==> src/design/assert_macros.svh <==
// assertion helpers shared by the rtl
`ifndef ASSERT_MACROS_SVH
`define ASSERT_MACROS_SVH

// checked on every clock edge outside reset
`define ASSERT_CLK(label, prop, msg) \
   label: assert property (@(posedge clock) disable iff (reset) prop) \
      else $error(msg);

// checked on every clock edge, reset included
`define ASSERT_CLK_ALWAYS(label, prop, msg) \
   label: assert property (@(posedge clock) prop) else $error(msg);

`endif

==> src/design/tvsg_pkg.sv <==
// ----------------------------------------------------------------------------
// tvsg_pkg
// types and constants shared by the three voice sound generator
// ----------------------------------------------------------------------------
package tvsg_pkg;

   typedef enum logic [1:0] {
      BUS_IDLE  = 2'd0,
      BUS_READ  = 2'd1,
      BUS_WRITE = 2'd2,
      BUS_LATCH = 2'd3
   } bus_ctl_type;

   localparam logic KIND_BUS  = 1'b0;
   localparam logic KIND_TICK = 1'b1;

   // register file addresses
   localparam logic [3:0] REG_TONE_A_LO = 4'd0;
   localparam logic [3:0] REG_TONE_A_HI = 4'd1;
   localparam logic [3:0] REG_TONE_B_LO = 4'd2;
   localparam logic [3:0] REG_TONE_B_HI = 4'd3;
   localparam logic [3:0] REG_TONE_C_LO = 4'd4;
   localparam logic [3:0] REG_TONE_C_HI = 4'd5;
   localparam logic [3:0] REG_NOISE     = 4'd6;
   localparam logic [3:0] REG_MIXER     = 4'd7;
   localparam logic [3:0] REG_VOL_A     = 4'd8;
   localparam logic [3:0] REG_VOL_B     = 4'd9;
   localparam logic [3:0] REG_VOL_C     = 4'd10;
   localparam logic [3:0] REG_ENV_LO    = 4'd11;
   localparam logic [3:0] REG_ENV_HI    = 4'd12;
   localparam logic [3:0] REG_SHAPE     = 4'd13;
   localparam logic [3:0] REG_PORT_A    = 4'd14;
   localparam logic [3:0] REG_PORT_B    = 4'd15;

   localparam logic [17:0] LFSR_TAPS = 18'h24000;
   localparam logic [3:0]  KEY_ROWS  = 4'd10;
   localparam logic [7:0]  BUS_FLOAT = 8'hFF;
   localparam int unsigned VOICES    = 3;

   // mixer bits
   localparam int unsigned MIX_NOISE_OFS = 3;
   localparam int unsigned MIX_PORT_A_IN = 6;
   localparam int unsigned MIX_PORT_B_IN = 7;

   // envelope shape bits
   localparam int unsigned SHAPE_HOLD   = 0;
   localparam int unsigned SHAPE_ALT    = 1;
   localparam int unsigned SHAPE_ATTACK = 2;
   localparam int unsigned SHAPE_CONT   = 3;

   typedef struct packed {
      logic        kind;
      bus_ctl_type ctl;
      logic [7:0]  data;
      logic [3:0]  row;
      logic [7:0]  key;
   } req_item_type;

   typedef struct packed {
      logic [7:0] read_data;
      logic [3:0] level_left;
      logic [3:0] level_center;
      logic [3:0] level_right;
   } rsp_item_type;

endpackage

==> src/design/tvsg_engine.sv <==
// ----------------------------------------------------------------------------
// tvsg_engine
// register file, tone, noise and envelope state; one item per fire
// ----------------------------------------------------------------------------
module tvsg_engine import tvsg_pkg::*; (
   input  logic         clock,
   input  logic         reset,
   input  logic         fire,
   input  req_item_type item,
   output rsp_item_type result
);

   logic [7:0]  sel_ff, sel_in;
   logic [7:0]  tone_lo_ff [VOICES];
   logic [7:0]  tone_lo_in [VOICES];
   logic [3:0]  tone_hi_ff [VOICES];
   logic [3:0]  tone_hi_in [VOICES];
   logic [4:0]  vol_ff [VOICES];
   logic [4:0]  vol_in [VOICES];
   logic [11:0] tone_cnt_ff [VOICES];
   logic [11:0] tone_cnt_in [VOICES];
   logic        tone_lvl_ff [VOICES];
   logic        tone_lvl_in [VOICES];
   logic [4:0]  noise_ff, noise_in;
   logic [7:0]  reg7_ff, reg7_in;
   logic [7:0]  mixer_ff, mixer_in;
   logic [7:0]  env_lo_ff, env_lo_in;
   logic [7:0]  env_hi_ff, env_hi_in;
   logic [3:0]  shape_ff, shape_in;
   logic [7:0]  pa_latch_ff, pa_latch_in;
   logic        pa_stale_ff, pa_stale_in;
   logic [7:0]  pb_latch_ff, pb_latch_in;
   logic [5:0]  noise_cnt_ff, noise_cnt_in;
   logic [17:0] lfsr_ff, lfsr_in;
   logic        noise_lvl_ff, noise_lvl_in;
   logic [16:0] env_cnt_ff, env_cnt_in;
   logic [3:0]  env_step_ff, env_step_in;
   logic [3:0]  env_lvl_ff, env_lvl_in;
   logic        env_rise_ff, env_rise_in;
   logic        env_held_ff, env_held_in;

   // tick next state
   logic [11:0] tone_per [VOICES];
   logic [11:0] tk_tone_cnt [VOICES];
   logic        tk_tone_lvl [VOICES];
   logic [3:0]  tk_level [VOICES];
   logic [5:0]  noise_per;
   logic [5:0]  noise_inc;
   logic [17:0] lfsr_fb;
   logic [5:0]  tk_noise_cnt;
   logic [17:0] tk_lfsr;
   logic        tk_noise_lvl;
   logic [15:0] env_per;
   logic        env_wrap;
   logic [16:0] tk_env_cnt;
   logic [3:0]  tk_env_step;
   logic [3:0]  tk_env_lvl;
   logic        tk_env_rise;
   logic        tk_env_held;
   logic [7:0]  key_byte;
   logic [7:0]  rd_value;

   always_comb begin
      for (int ch = 0; ch < VOICES; ch++) begin
         tone_per[ch] = ({tone_hi_ff[ch], tone_lo_ff[ch]} == 12'd0) ? 12'd1
                                                                : {tone_hi_ff[ch], tone_lo_ff[ch]};
         tk_tone_cnt[ch] = tone_cnt_ff[ch] + 12'd1;
         tk_tone_lvl[ch] = tone_lvl_ff[ch];
         if (tk_tone_cnt[ch] >= tone_per[ch]) begin
            tk_tone_cnt[ch] = 12'd0;
            tk_tone_lvl[ch] = ~tone_lvl_ff[ch];
         end
      end
   end

   always_comb begin
      noise_per    = (noise_ff == 5'd0) ? 6'd1 : {1'b0, noise_ff};
      noise_inc    = noise_cnt_ff + 6'd1;
      lfsr_fb      = lfsr_ff[0] ? (lfsr_ff ^ LFSR_TAPS) : lfsr_ff;
      tk_noise_cnt = noise_inc;
      tk_lfsr      = lfsr_ff;
      tk_noise_lvl = noise_lvl_ff;
      if ((noise_inc >= noise_per) && noise_inc[0]) begin
         tk_noise_cnt = 6'd0;
         tk_noise_lvl = noise_lvl_ff ^ lfsr_ff[0] ^ lfsr_ff[1];
         tk_lfsr      = lfsr_fb >> 1;
      end
   end

   always_comb begin
      env_per     = ({env_hi_ff, env_lo_ff} == 16'd0) ? 16'd1 : {env_hi_ff, env_lo_ff};
      env_wrap    = env_cnt_ff >= {env_per, 1'b0};
      tk_env_cnt  = env_wrap ? 17'd1 : env_cnt_ff + 17'd1;
      tk_env_step = env_step_ff;
      tk_env_lvl  = env_lvl_ff;
      tk_env_rise = env_rise_ff;
      tk_env_held = env_held_ff;
      if (env_wrap && !env_held_ff) begin
         tk_env_step = env_step_ff + 4'd1;
         // step counter rolls over after sixteen steps
         if (env_step_ff == 4'd15) begin
            if (!shape_ff[SHAPE_CONT]) begin
               tk_env_lvl  = 4'd0;
               tk_env_held = 1'b1;
            end else begin
               if (shape_ff[SHAPE_ALT]) begin
                  tk_env_rise = ~env_rise_ff;
               end else begin
                  tk_env_lvl = env_rise_ff ? 4'd0 : 4'd15;
               end
               if (shape_ff[SHAPE_HOLD]) begin
                  tk_env_held = 1'b1;
                  tk_env_lvl  = tk_env_rise ? 4'd15 : 4'd0;
               end
            end
         end else if (env_rise_ff) begin
            tk_env_lvl = env_lvl_ff + 4'd1;
         end else begin
            tk_env_lvl = env_lvl_ff - 4'd1;
         end
      end
   end

   always_comb begin
      for (int ch = 0; ch < VOICES; ch++) begin
         if ((mixer_ff[ch] | tk_tone_lvl[ch]) &
             (mixer_ff[MIX_NOISE_OFS + ch] | tk_noise_lvl)) begin
            tk_level[ch] = vol_ff[ch][4] ? tk_env_lvl : vol_ff[ch][3:0];
         end else begin
            tk_level[ch] = 4'd0;
         end
      end
   end

   // bus read path
   always_comb begin
      key_byte = (item.row < KEY_ROWS) ? item.key : 8'd0;
      rd_value = BUS_FLOAT;
      if (sel_ff[7:4] == 4'd0) begin
         unique case (sel_ff[3:0])
            REG_TONE_A_LO: rd_value = tone_lo_ff[0];
            REG_TONE_A_HI: rd_value = {4'd0, tone_hi_ff[0]};
            REG_TONE_B_LO: rd_value = tone_lo_ff[1];
            REG_TONE_B_HI: rd_value = {4'd0, tone_hi_ff[1]};
            REG_TONE_C_LO: rd_value = tone_lo_ff[2];
            REG_TONE_C_HI: rd_value = {4'd0, tone_hi_ff[2]};
            REG_NOISE:     rd_value = {3'd0, noise_ff};
            REG_MIXER:     rd_value = reg7_ff;
            REG_VOL_A:     rd_value = {3'd0, vol_ff[0]};
            REG_VOL_B:     rd_value = {3'd0, vol_ff[1]};
            REG_VOL_C:     rd_value = {3'd0, vol_ff[2]};
            REG_ENV_LO:    rd_value = env_lo_ff;
            REG_ENV_HI:    rd_value = env_hi_ff;
            REG_SHAPE:     rd_value = {4'd0, shape_ff};
            REG_PORT_A: begin
               if (!mixer_ff[MIX_PORT_A_IN] || pa_stale_ff) begin
                  rd_value = key_byte;
               end else begin
                  rd_value = pa_latch_ff;
               end
            end
            REG_PORT_B:    rd_value = mixer_ff[MIX_PORT_B_IN] ? pb_latch_ff : BUS_FLOAT;
            default:       rd_value = BUS_FLOAT;
         endcase
      end
   end

   always_comb begin
      sel_in       = sel_ff;
      tone_lo_in   = tone_lo_ff;
      tone_hi_in   = tone_hi_ff;
      vol_in       = vol_ff;
      tone_cnt_in  = tone_cnt_ff;
      tone_lvl_in  = tone_lvl_ff;
      noise_in     = noise_ff;
      reg7_in      = reg7_ff;
      mixer_in     = mixer_ff;
      env_lo_in    = env_lo_ff;
      env_hi_in    = env_hi_ff;
      shape_in     = shape_ff;
      pa_latch_in  = pa_latch_ff;
      pa_stale_in  = pa_stale_ff;
      pb_latch_in  = pb_latch_ff;
      noise_cnt_in = noise_cnt_ff;
      lfsr_in      = lfsr_ff;
      noise_lvl_in = noise_lvl_ff;
      env_cnt_in   = env_cnt_ff;
      env_step_in  = env_step_ff;
      env_lvl_in   = env_lvl_ff;
      env_rise_in  = env_rise_ff;
      env_held_in  = env_held_ff;
      result       = '{read_data: BUS_FLOAT, level_left: 4'd0,
                       level_center: 4'd0, level_right: 4'd0};

      if (item.kind == KIND_TICK) begin
         result.level_left   = tk_level[0];
         result.level_center = tk_level[1];
         result.level_right  = tk_level[2];
         if (fire) begin
            tone_cnt_in  = tk_tone_cnt;
            tone_lvl_in  = tk_tone_lvl;
            noise_cnt_in = tk_noise_cnt;
            lfsr_in      = tk_lfsr;
            noise_lvl_in = tk_noise_lvl;
            env_cnt_in   = tk_env_cnt;
            env_step_in  = tk_env_step;
            env_lvl_in   = tk_env_lvl;
            env_rise_in  = tk_env_rise;
            env_held_in  = tk_env_held;
         end
      end else begin
         unique case (item.ctl)
            BUS_LATCH: begin
               result.read_data = item.data;
               if (fire) begin
                  sel_in = item.data;
               end
            end
            BUS_WRITE: begin
               result.read_data = item.data;
               if (fire && (sel_ff[7:4] == 4'd0)) begin
                  unique case (sel_ff[3:0])
                     REG_TONE_A_LO: tone_lo_in[0] = item.data;
                     REG_TONE_A_HI: tone_hi_in[0] = item.data[3:0];
                     REG_TONE_B_LO: tone_lo_in[1] = item.data;
                     REG_TONE_B_HI: tone_hi_in[1] = item.data[3:0];
                     REG_TONE_C_LO: tone_lo_in[2] = item.data;
                     REG_TONE_C_HI: tone_hi_in[2] = item.data[3:0];
                     REG_NOISE:     noise_in      = item.data[4:0];
                     REG_MIXER: begin
                        reg7_in  = item.data;
                        mixer_in = item.data;
                     end
                     REG_VOL_A:     vol_in[0] = item.data[4:0];
                     REG_VOL_B:     vol_in[1] = item.data[4:0];
                     REG_VOL_C:     vol_in[2] = item.data[4:0];
                     REG_ENV_LO:    env_lo_in = item.data;
                     REG_ENV_HI:    env_hi_in = item.data;
                     REG_SHAPE: begin
                        // shape write restarts the envelope
                        shape_in    = item.data[3:0];
                        env_cnt_in  = 17'd0;
                        env_step_in = 4'd0;
                        env_held_in = 1'b0;
                        env_rise_in = item.data[SHAPE_ATTACK];
                        env_lvl_in  = item.data[SHAPE_ATTACK] ? 4'd0 : 4'd15;
                     end
                     REG_PORT_A: begin
                        pa_latch_in = item.data;
                        pa_stale_in = 1'b0;
                     end
                     REG_PORT_B:    pb_latch_in = item.data;
                     default:       pb_latch_in = pb_latch_ff;
                  endcase
               end
            end
            BUS_READ: begin
               result.read_data = rd_value;
               if (fire && (sel_ff == {4'd0, REG_PORT_A}) && !mixer_ff[MIX_PORT_A_IN]) begin
                  pa_stale_in = 1'b1;
               end
            end
            BUS_IDLE: result.read_data = BUS_FLOAT;
            default:  result.read_data = BUS_FLOAT;
         endcase
      end
   end

   always_ff @(posedge clock) begin
      if (reset) begin
         sel_ff       <= 8'd0;
         for (int ch = 0; ch < VOICES; ch++) begin
            tone_lo_ff[ch]  <= 8'd0;
            tone_hi_ff[ch]  <= 4'd0;
            vol_ff[ch]      <= 5'd0;
            tone_cnt_ff[ch] <= 12'd0;
            tone_lvl_ff[ch] <= 1'b1;
         end
         noise_ff     <= 5'd0;
         reg7_ff      <= 8'd0;
         mixer_ff     <= 8'hFF;
         env_lo_ff    <= 8'd0;
         env_hi_ff    <= 8'd0;
         shape_ff     <= 4'd0;
         pa_latch_ff  <= 8'd0;
         pa_stale_ff  <= 1'b1;
         pb_latch_ff  <= 8'hFF;
         noise_cnt_ff <= 6'd0;
         lfsr_ff      <= 18'd1;
         noise_lvl_ff <= 1'b1;
         env_cnt_ff   <= 17'd0;
         env_step_ff  <= 4'd0;
         env_lvl_ff   <= 4'd0;
         env_rise_ff  <= 1'b0;
         env_held_ff  <= 1'b0;
      end else begin
         sel_ff       <= sel_in;
         tone_lo_ff   <= tone_lo_in;
         tone_hi_ff   <= tone_hi_in;
         vol_ff       <= vol_in;
         tone_cnt_ff  <= tone_cnt_in;
         tone_lvl_ff  <= tone_lvl_in;
         noise_ff     <= noise_in;
         reg7_ff      <= reg7_in;
         mixer_ff     <= mixer_in;
         env_lo_ff    <= env_lo_in;
         env_hi_ff    <= env_hi_in;
         shape_ff     <= shape_in;
         pa_latch_ff  <= pa_latch_in;
         pa_stale_ff  <= pa_stale_in;
         pb_latch_ff  <= pb_latch_in;
         noise_cnt_ff <= noise_cnt_in;
         lfsr_ff      <= lfsr_in;
         noise_lvl_ff <= noise_lvl_in;
         env_cnt_ff   <= env_cnt_in;
         env_step_ff  <= env_step_in;
         env_lvl_ff   <= env_lvl_in;
         env_rise_ff  <= env_rise_in;
         env_held_ff  <= env_held_in;
      end
   end

endmodule

==> src/design/three_voice_sound_generator_unit.sv <==
// ----------------------------------------------------------------------------
// three_voice_sound_generator_unit
// three voice sound generator with bus register file and keyboard port
// ----------------------------------------------------------------------------
// each request beat is a bus access (tuser 0) or one sound tick (tuser 1).
// a bus access latches the register address, writes the addressed register
// or reads it back; a tick advances the tone, noise and envelope counters.
// every request beat gives exactly one response beat: the bus byte and the
// three channel levels.
// path: an accepted request beat is held in the input register, is processed
// when the result register can take it and shows on rsp_tvalid from there.
// throughput: one beat per cycle while the receiver keeps rsp_tready high;
// the whole update is one pass of logic between the input register and the
// result register.
// when the receiver holds rsp_tready low the result register keeps its beat,
// the input register keeps the next one, and req_tready drops only when
// both are full.
// reset clears both stages and puts the generator in its power-up state.
// ----------------------------------------------------------------------------
`include "assert_macros.svh"

module three_voice_sound_generator_unit import tvsg_pkg::*; (
   input  logic        clock,
   input  logic        reset,
   input  logic        req_tvalid,
   output logic        req_tready,
   // bus_control[1:0], bus_data[9:2], keyboard_row[13:10], key_value[21:14], pad
   input  logic [23:0] req_tdata,
   // kind
   input  logic        req_tuser,
   output logic        rsp_tvalid,
   input  logic        rsp_tready,
   // read_data[7:0], level_left[11:8], level_center[15:12], level_right[19:16], pad
   output logic [23:0] rsp_tdata
);

   logic         s1_valid_ff, s1_valid_in;
   req_item_type s1_item_ff;
   logic         out_valid_ff, out_valid_in;
   rsp_item_type out_item_ff;
   rsp_item_type result;
   logic         out_adv;
   logic         fire;
   logic         req_beat;

   assign out_adv    = !out_valid_ff || rsp_tready;
   assign fire       = s1_valid_ff && out_adv;
   assign req_tready = !s1_valid_ff || out_adv;
   assign req_beat   = req_tvalid && req_tready;

   assign s1_valid_in  = req_beat || (s1_valid_ff && !fire);
   assign out_valid_in = fire || (out_valid_ff && !rsp_tready);

   tvsg_engine u_engine (
      .clock  (clock),
      .reset  (reset),
      .fire   (fire),
      .item   (s1_item_ff),
      .result (result)
   );

   always_ff @(posedge clock) begin
      if (reset) begin
         s1_valid_ff  <= 1'b0;
         out_valid_ff <= 1'b0;
      end else begin
         s1_valid_ff  <= s1_valid_in;
         out_valid_ff <= out_valid_in;
      end
   end

   always_ff @(posedge clock) begin
      if (req_beat) begin
         s1_item_ff.kind <= req_tuser;
         s1_item_ff.ctl  <= bus_ctl_type'(req_tdata[1:0]);
         s1_item_ff.data <= req_tdata[9:2];
         s1_item_ff.row  <= req_tdata[13:10];
         s1_item_ff.key  <= req_tdata[21:14];
      end
      if (fire) begin
         out_item_ff <= result;
      end
   end

   assign rsp_tvalid = out_valid_ff;
   assign rsp_tdata  = {4'd0, out_item_ff.level_right, out_item_ff.level_center,
                        out_item_ff.level_left, out_item_ff.read_data};

   `ASSERT_CLK(a_pending_kept, s1_valid_ff && !out_adv |=> s1_valid_ff, "pending beat dropped")
   `ASSERT_CLK(a_no_overrun, req_beat && s1_valid_ff |-> fire, "input stage overrun")
   `ASSERT_CLK(a_result_shown, fire |=> rsp_tvalid, "processed beat not presented")
   `ASSERT_CLK_ALWAYS(a_reset_empty, reset |=> !rsp_tvalid && !s1_valid_ff, "stages not empty")

endmodule
==> config.mk <==
export PLATFORM = sky130hd
export DESIGN_NAME = three_voice_sound_generator_unit
export DESIGN_NICKNAME = d
export VERILOG_FILES = /design/src/design/tvsg_pkg.sv /design/src/design/tvsg_engine.sv /design/src/design/three_voice_sound_generator_unit.sv
export VERILOG_INCLUDE_DIRS = /design/src /design/src/design
export SDC_FILE = /design/constraint.sdc
export NUM_CORES = 1
export LEC_CHECK = 0
export BUFFER_PORTS_ARGS = -buffer_cell sky130_fd_sc_hd__buf_2
export CAP_MARGIN = 40
export CORE_AREA = 2 2 158 145
export DETAILED_ROUTE_END_ITERATION = 8
export DIE_AREA = 0 0 160 147
export PLACE_DENSITY = 0.77
export SYNTH_ARGS = -nofsm -noshare
export SYNTH_HDL_FRONTEND = slang
export SYNTH_SLANG_ARGS = --single-unit
export TNS_END_PERCENT = 100
==> constraint.sdc <==
create_clock -name clock -period 4 [get_ports clock]
set_input_delay 1.2 -clock clock [delete_from_list [all_inputs] [get_ports clock]]
set_output_delay 1.2 -clock clock [all_outputs]
set_load 0.03 [all_outputs]
# == Yosys cells after proc, flatten, opt, wreduce, memory -nomap -nowiden ==
# Cells that the tools add are included.
# word_totals
regBits,252
latch_bits,0
mem_bits_rw,0
mem_bits_ro,0
inputBits,29
out_inout_bits,26
word_cells,237
mem_count,0
# op_classes
add_sub_neg,8
n_mul,0
div_mod_pow,0
order_cmp,6
n_eq_ne,28
shifts,0
muxes,74
bitwise_logic,17
reduce_logical,60
# ops
op,count
one-hot mux 8 bit (16 select lines),1
2-to-1 mux 17 bit,6
2-to-1 mux 4 bit,23
2-to-1 mux 12 bit,6
AND reduction 4 bit,17
"adder 12 x 1 -> 12 bit, second input constant",3
"== test 4 bit, second input constant",9
>= comparator 12 bit,3
zero test 12 bit,3
2-to-1 mux 8 bit,4
2-to-1 mux 1 bit,28
one-hot mux 8 bit (3 select lines),1
2-to-1 mux 18 bit,1
"adder 17 x 1 -> 17 bit, second input constant",1
>= comparator 17 bit,1
"== test 4 x 3 -> 1 bit, second input constant",4
zero test 16 bit,1
2-to-1 mux 16 bit,1
AND reduction 7 bit,2
"inequality test 2 x 1 -> 1 bit, second input constant",6
AND reduction 5 bit,2
logical AND 1 bit,9
"adder 4 x 1 -> 4 bit, second input constant",2
"== test 4 x 2 -> 1 bit, second input constant",2
other kinds (27),57

# == Depth between registers and ports, before layout ==
# depth
ltp_word,12
depth_mapped,16
mapped_depth_nobuf,13

# == Modules after synthesis ==
# A second synthesis with hierarchy kept.
# hier_totals
hier_cells,1624
hier_area_um2,13600.5
# modules_own_cells
mod,n_inst,cells_per_inst,area_each_um2,seq_area_each_um2
tvsg_engine,1,1566,12171.7,4144.0
three_voice_sound_generator_unit,1,58,1428.9,1331.3

# == Least setup slack after synthesis ==
# OpenSTA, ideal clock, no wires.
# synth_path
path_type,in2reg
start,in rsp_tready
end,reg u_engine.env_cnt_ff[13]
setup_time_ns,0.129
t_arrival_ns,3.000
t_required_ns,3.871
path_slack_ns,0.871
cell_stages,9
path_buffers,1
cell_sequence,nor2b_1 -> nand2b_1 -> inv_1 -> o21ai_1 -> buf_2 -> nor3_1 -> nand4_1 -> xor2_1 -> nor2_1
# synth_between
elab_chain_cells,5
elab_cells_between_ends,6
classes_between,eq/ne (1); reduce/logical (5)
# synth_rtl
element,line_no,rtl
start: declaration,three_voice_sound_generator_unit.sv:32,"input logic rsp_tready,"
logical OR 1 bit (*),three_voice_sound_generator_unit.sv:46,assign out_adv = !out_valid_ff || rsp_tready;
logical AND 1 bit (*),three_voice_sound_generator_unit.sv:47,assign fire = s1_valid_ff && out_adv;
named net fire,three_voice_sound_generator_unit.sv:43,logic fire;
logical AND 1 bit,tvsg_engine.sv:221,if (fire && (sel_ff[7:4] == 4'd0)) begin
nonzero test 2 bit (no line),--,
AND reduction 4 bit (no line) (*),--,
end signal: assignment,tvsg_engine.sv:315,env_cnt_ff <= env_cnt_in;
end: declaration,tvsg_engine.sv:36,"logic [16:0] env_cnt_ff, env_cnt_in;"
# Mark *: on every way through the listed nets, which the timed path passes. The rest lies on a longest branch.
# A chain may end at the register's enable or synchronous reset.

# == Final worst setup path ==
# layout_path
start,reg u_engine.tone_cnt_ff[12] (netlist bit)
end,reg u_engine.tone_cnt_ff[23] (netlist bit)
# layout_between
elab_chain_cells,3
# layout_rtl
element,line_no,rtl
start: declaration,tvsg_engine.sv:20,logic [11:0] tone_cnt_ff [VOICES];
start signal: assignment,tvsg_engine.sv:301,tone_cnt_ff <= tone_cnt_in;
adder 12 x 1 -> 12 bit (*),tvsg_engine.sv:67,tk_tone_cnt[ch] = tone_cnt_ff[ch] + 12'd1;
>= comparator 12 bit,tvsg_engine.sv:69,if (tk_tone_cnt[ch] >= tone_per[ch]) begin
2-to-1 mux 12 bit (*),tvsg_engine.sv:69,
# Every way passes the cells marked *; elsewhere a longest branch is shown, timed or not.

==> key figures <==
Job
  • Max Cap Viol: 0

Setup path
  • Req. time, crit path: 4.42 ns
  • Critical Path Start Type: register
  • R2R setup slack: 0.41 ns
  • Setup CP Type: reg2reg
  • Critical Path AT: 4.02 ns
  • Register-to-Register Path Depth: 14
  • RR Endpoint: u_engine.tone_cnt_ff[23]$_SDFFE_PP0P_
  • CP Capture Type: register
  • Highest net fanout along the worst path: 12
  • R2R Path Start: u_engine.tone_cnt_ff[12]$_SDFFE_PP0P_
  • Beginning of the critical path: u_engine.tone_cnt_ff[12]$_SDFFE_PP0P_

CTS
  • Later-pin clock latency in the skew report: 0.53 ns
  • Root Buffer: clkbuf_16
  • CTS Buf Count: 25
  • H-tree depth: 1
  • Reg clk slew, reported paths: 0.06 ns
  • Clock buffer depth: 3
  • Clk sink count: 251
  • TritonCTS clock tree: done
  • Cts hold-fix bufs: 0
  • Number of buffers added for setup after CTS: 0
  • Post-CTS Resized: 0

STA
  • Tightest Pin Transition: 0.962 ns
  • Final setup TNS: 0 ns
  • Final min period: 3.59 ns
  • Hold Vio Cnt, Final: 0
  • Final setup fails: 0
  • Count of pins over their slew limit: 0
  • Tcrit/Tclk final: 89.8%
  • Unrepaired setup endpoints after global routing: false
  • Slew HR: 35.9%
  • Max Fclk: 278 MHz
  • Layout Skew: 0.0108 ns

Placed design
  • GPL Wtd Cong: 1.01
  • Post-DP HPWL: 22.9 mm
  • Cells after DPL: 1819
  • IO buf count: 47
  • Post-placement cell area: 0.0134 sq mm

Yosys
  • Sequential share of the synthesized area: 42.0%
  • Synth Register Bits: 251
  • Ys Warns: 0
  • Leading area contributor after synthesis: dfxtp_1
  • Top cell type's share of synthesized area: 32.3%
  • Mapped Cells: 1540
  • Fraction of registers with async set or reset after synthesis: 0%
  • Ys flop type: dfxtp_1
  • Cell area after synthesis: 0.0130 sq mm
  • Yosys cell types: 73
  • Mean post-synth cell area: 8.42 sq um
  • EDFF count, synth: 42
  • Top post-synthesis cells by area: dfxtp_1, edfxtp_1, nand2_1, ha_1, a21oi_1

Power and ir drop
  • Sequential fraction of design power: 51.7%
  • Sw Pwr: 1.19 mW
  • Comb pwr share: 4.4%
  • Max VDD drop: 0.306 mV
  • Switching Share: 23.2%
  • Clock power frac: 43.9%
  • Internal power: 3.93 mW
  • Pleak: 5.26 nW
  • Pwr dens: 360 mW/mm^2

Hold path
  • Hold Path Stages: 2
  • HP Start: u_engine.lfsr_ff[15]$_SDFFE_PP0P_
  • Worst hold path type: reg2reg
  • WHS Endpoint: u_engine.lfsr_ff[14]$_SDFFE_PP0P_

Drt
  • Residual DRC: 0
  • Final WL: 32.7 mm
  • Iteration-0 DRC Markers: 1249
  • Via density per instance: 6.03
  • Router iterations before antenna repair: 6
  • Via count: 11243
  • Wire length per cell: 17.5 microns
  • Post-DRT Antenna Nets: 0

Layout
  • Layout cells sized above 1: 8.93%
  • Finished layout cell area: 0.0142 sq mm
  • Fin cells: 1864
  • Most frequent cells in the layout: nand2_1, dfxtp_1, a21oi_1, nor2_1, o21ai_0
  • Layout Nets: 1644
  • Commonest non-fill, non-tap cell in the layout: nand2_1
  • Diodes inserted: 0
  • Area grow syn2layout: 9.69%

Floorplanning
  • Core footprint: 0.0220 sq mm
  • Die Area: 0.0235 sq mm
  • Initial core utilization: 59.0%
  • Height of the die: 147 microns
  • # rows: 52
  • Die W: 160 microns
  • I/O pin count: 55

GRT
  • Pin count of the biggest net entering global routing: 102
  • GR Util All Layers: 26.9%
  • Initial antenna violation count: 0
  • Grt total ovfl: 0
  • Vias in the first global route: 10228
  • Global-route wire length before repair: 52.3 mm

Outcome
  • Status: completed
cell families after synthesis:
| group | Yosys count | synth area share [%] |
|---|---|---|
| buffers and inverters | 159 | 4.83 |
| other | 1 | 0.0289 |
| AO/OA/AOI/OAI | 349 | 16.3 |
| XOR/XNOR | 59 | 3.98 |
| flip-flops | 251 | 42.0 |
| adder cells (fa/ha/maj) | 66 | 6.42 |
| AND/OR/NAND/NOR | 595 | 21.7 |
| multiplexers | 60 | 4.75 |
critical path: stages (launching register included):
cell and delay (ns):
dfxtp_1 0.43, ha_1 0.26, and3_1 0.26, and3_1 0.26
nand3_1 0.11, xnor2_1 0.22, ha_1 0.28, nand2_1 0.07
nor2_1 0.05, a211oi_1 0.15, o21ai_0 0.19, buf_4 0.22
nor2_1 0.58, nand2_1 0.11, a311oi_1 0.29
layout make-up:
cell class                      count  area, sq um
Tap cell                          297          372
Clock buffer                       34          721
Multi-Input combinational cell   1133         6920
Clock inverter                     11         65.1
Timing Repair Buffer               72          460
Fill cell                        1883         7760
Sequential cell                   251         5450
Inverter                           66          248
how the worst max path moves through the flow:
stage	end	slack [ns]	cells after the start
floorplan	u_engine.env_cnt_ff[13]$_SDFFE_PP0P_	0.87	9
global placement	u_engine.env_cnt_ff[15]$_SDFFE_PP0P_	0.50	8
detailed placement	u_engine.tone_cnt_ff[23]$_SDFFE_PP0P_	0.49	14
CTS	u_engine.tone_cnt_ff[23]$_SDFFE_PP0P_	0.43	14
global route	u_engine.tone_cnt_ff[23]$_SDFFE_PP0P_	0.05	14
finish	u_engine.tone_cnt_ff[23]$_SDFFE_PP0P_	0.41	14
Yosys cell counts, drive strengths merged, types with 9 or more instances:
library cell / n
o22ai: 9
nand3: 57
a211o: 9
a22oi: 19
a21oi: 155
nor2: 155
a211oi: 17
o21ai: 73
edfxtp: 42
nand2: 218
inv: 65
nor3: 30
nand3b: 23
clkbuf: 72
xnor2: 25
nor4: 15
mux2i: 57
xor2: 34
nor2b: 19
dfxtp: 209
ha: 65
and3: 32
nand2b: 14
nand4: 12
buf: 21
state kept, by name, summed over array words and instances, names as in the netlist, 12 cells and up:
| register | cells |
|---|---|
| rsp_tdata | 20 |
| s1_item_ff | 22 |
| u_engine.env_cnt_ff | 17 |
| u_engine.lfsr_ff | 17 |
| u_engine.tone_hi_ff | 12 |
| u_engine.tone_cnt_ff | 36 |
| u_engine.tone_lo_ff | 24 |
| u_engine.vol_ff | 15 |
metal layers:
layer  track usage, %  vias up  part of all wire (%)
met3             4.38       81                   7.7
met5                0        -                     0
li1                 -     5431                     -
met2             42.6      434                    45
met1             38.2     5297                    44
met4             8.33        0                   2.8
per-stage QoR:
stage	util, %	worst slack (ns)	power (mW)	hold WS (ns)
5_1_grt	64.7	0.0524	5.26	0.472
2_1_floorplan	-	0.871	2.83	0.432
4_1_cts	64.7	0.429	5.13	0.454
6_report	64.7	0.407	5.12	0.451
3_3_place_gp	60.9	0.497	2.91	0.439
3_5_place_dp	61.1	0.493	2.92	0.444
power by group through the flow:
stage | clock (mW) | sequential [mW] | combinational (mW)
global placement | 0 | 2.70 | 0.210
CTS | 2.27 | 2.64 | 0.223
global route | 2.37 | 2.64 | 0.243
detailed placement | 0 | 2.70 | 0.222
floorplan | 0 | 2.68 | 0.150
finish | 2.25 | 2.64 | 0.225
Power figures use the tool's default switching activity.
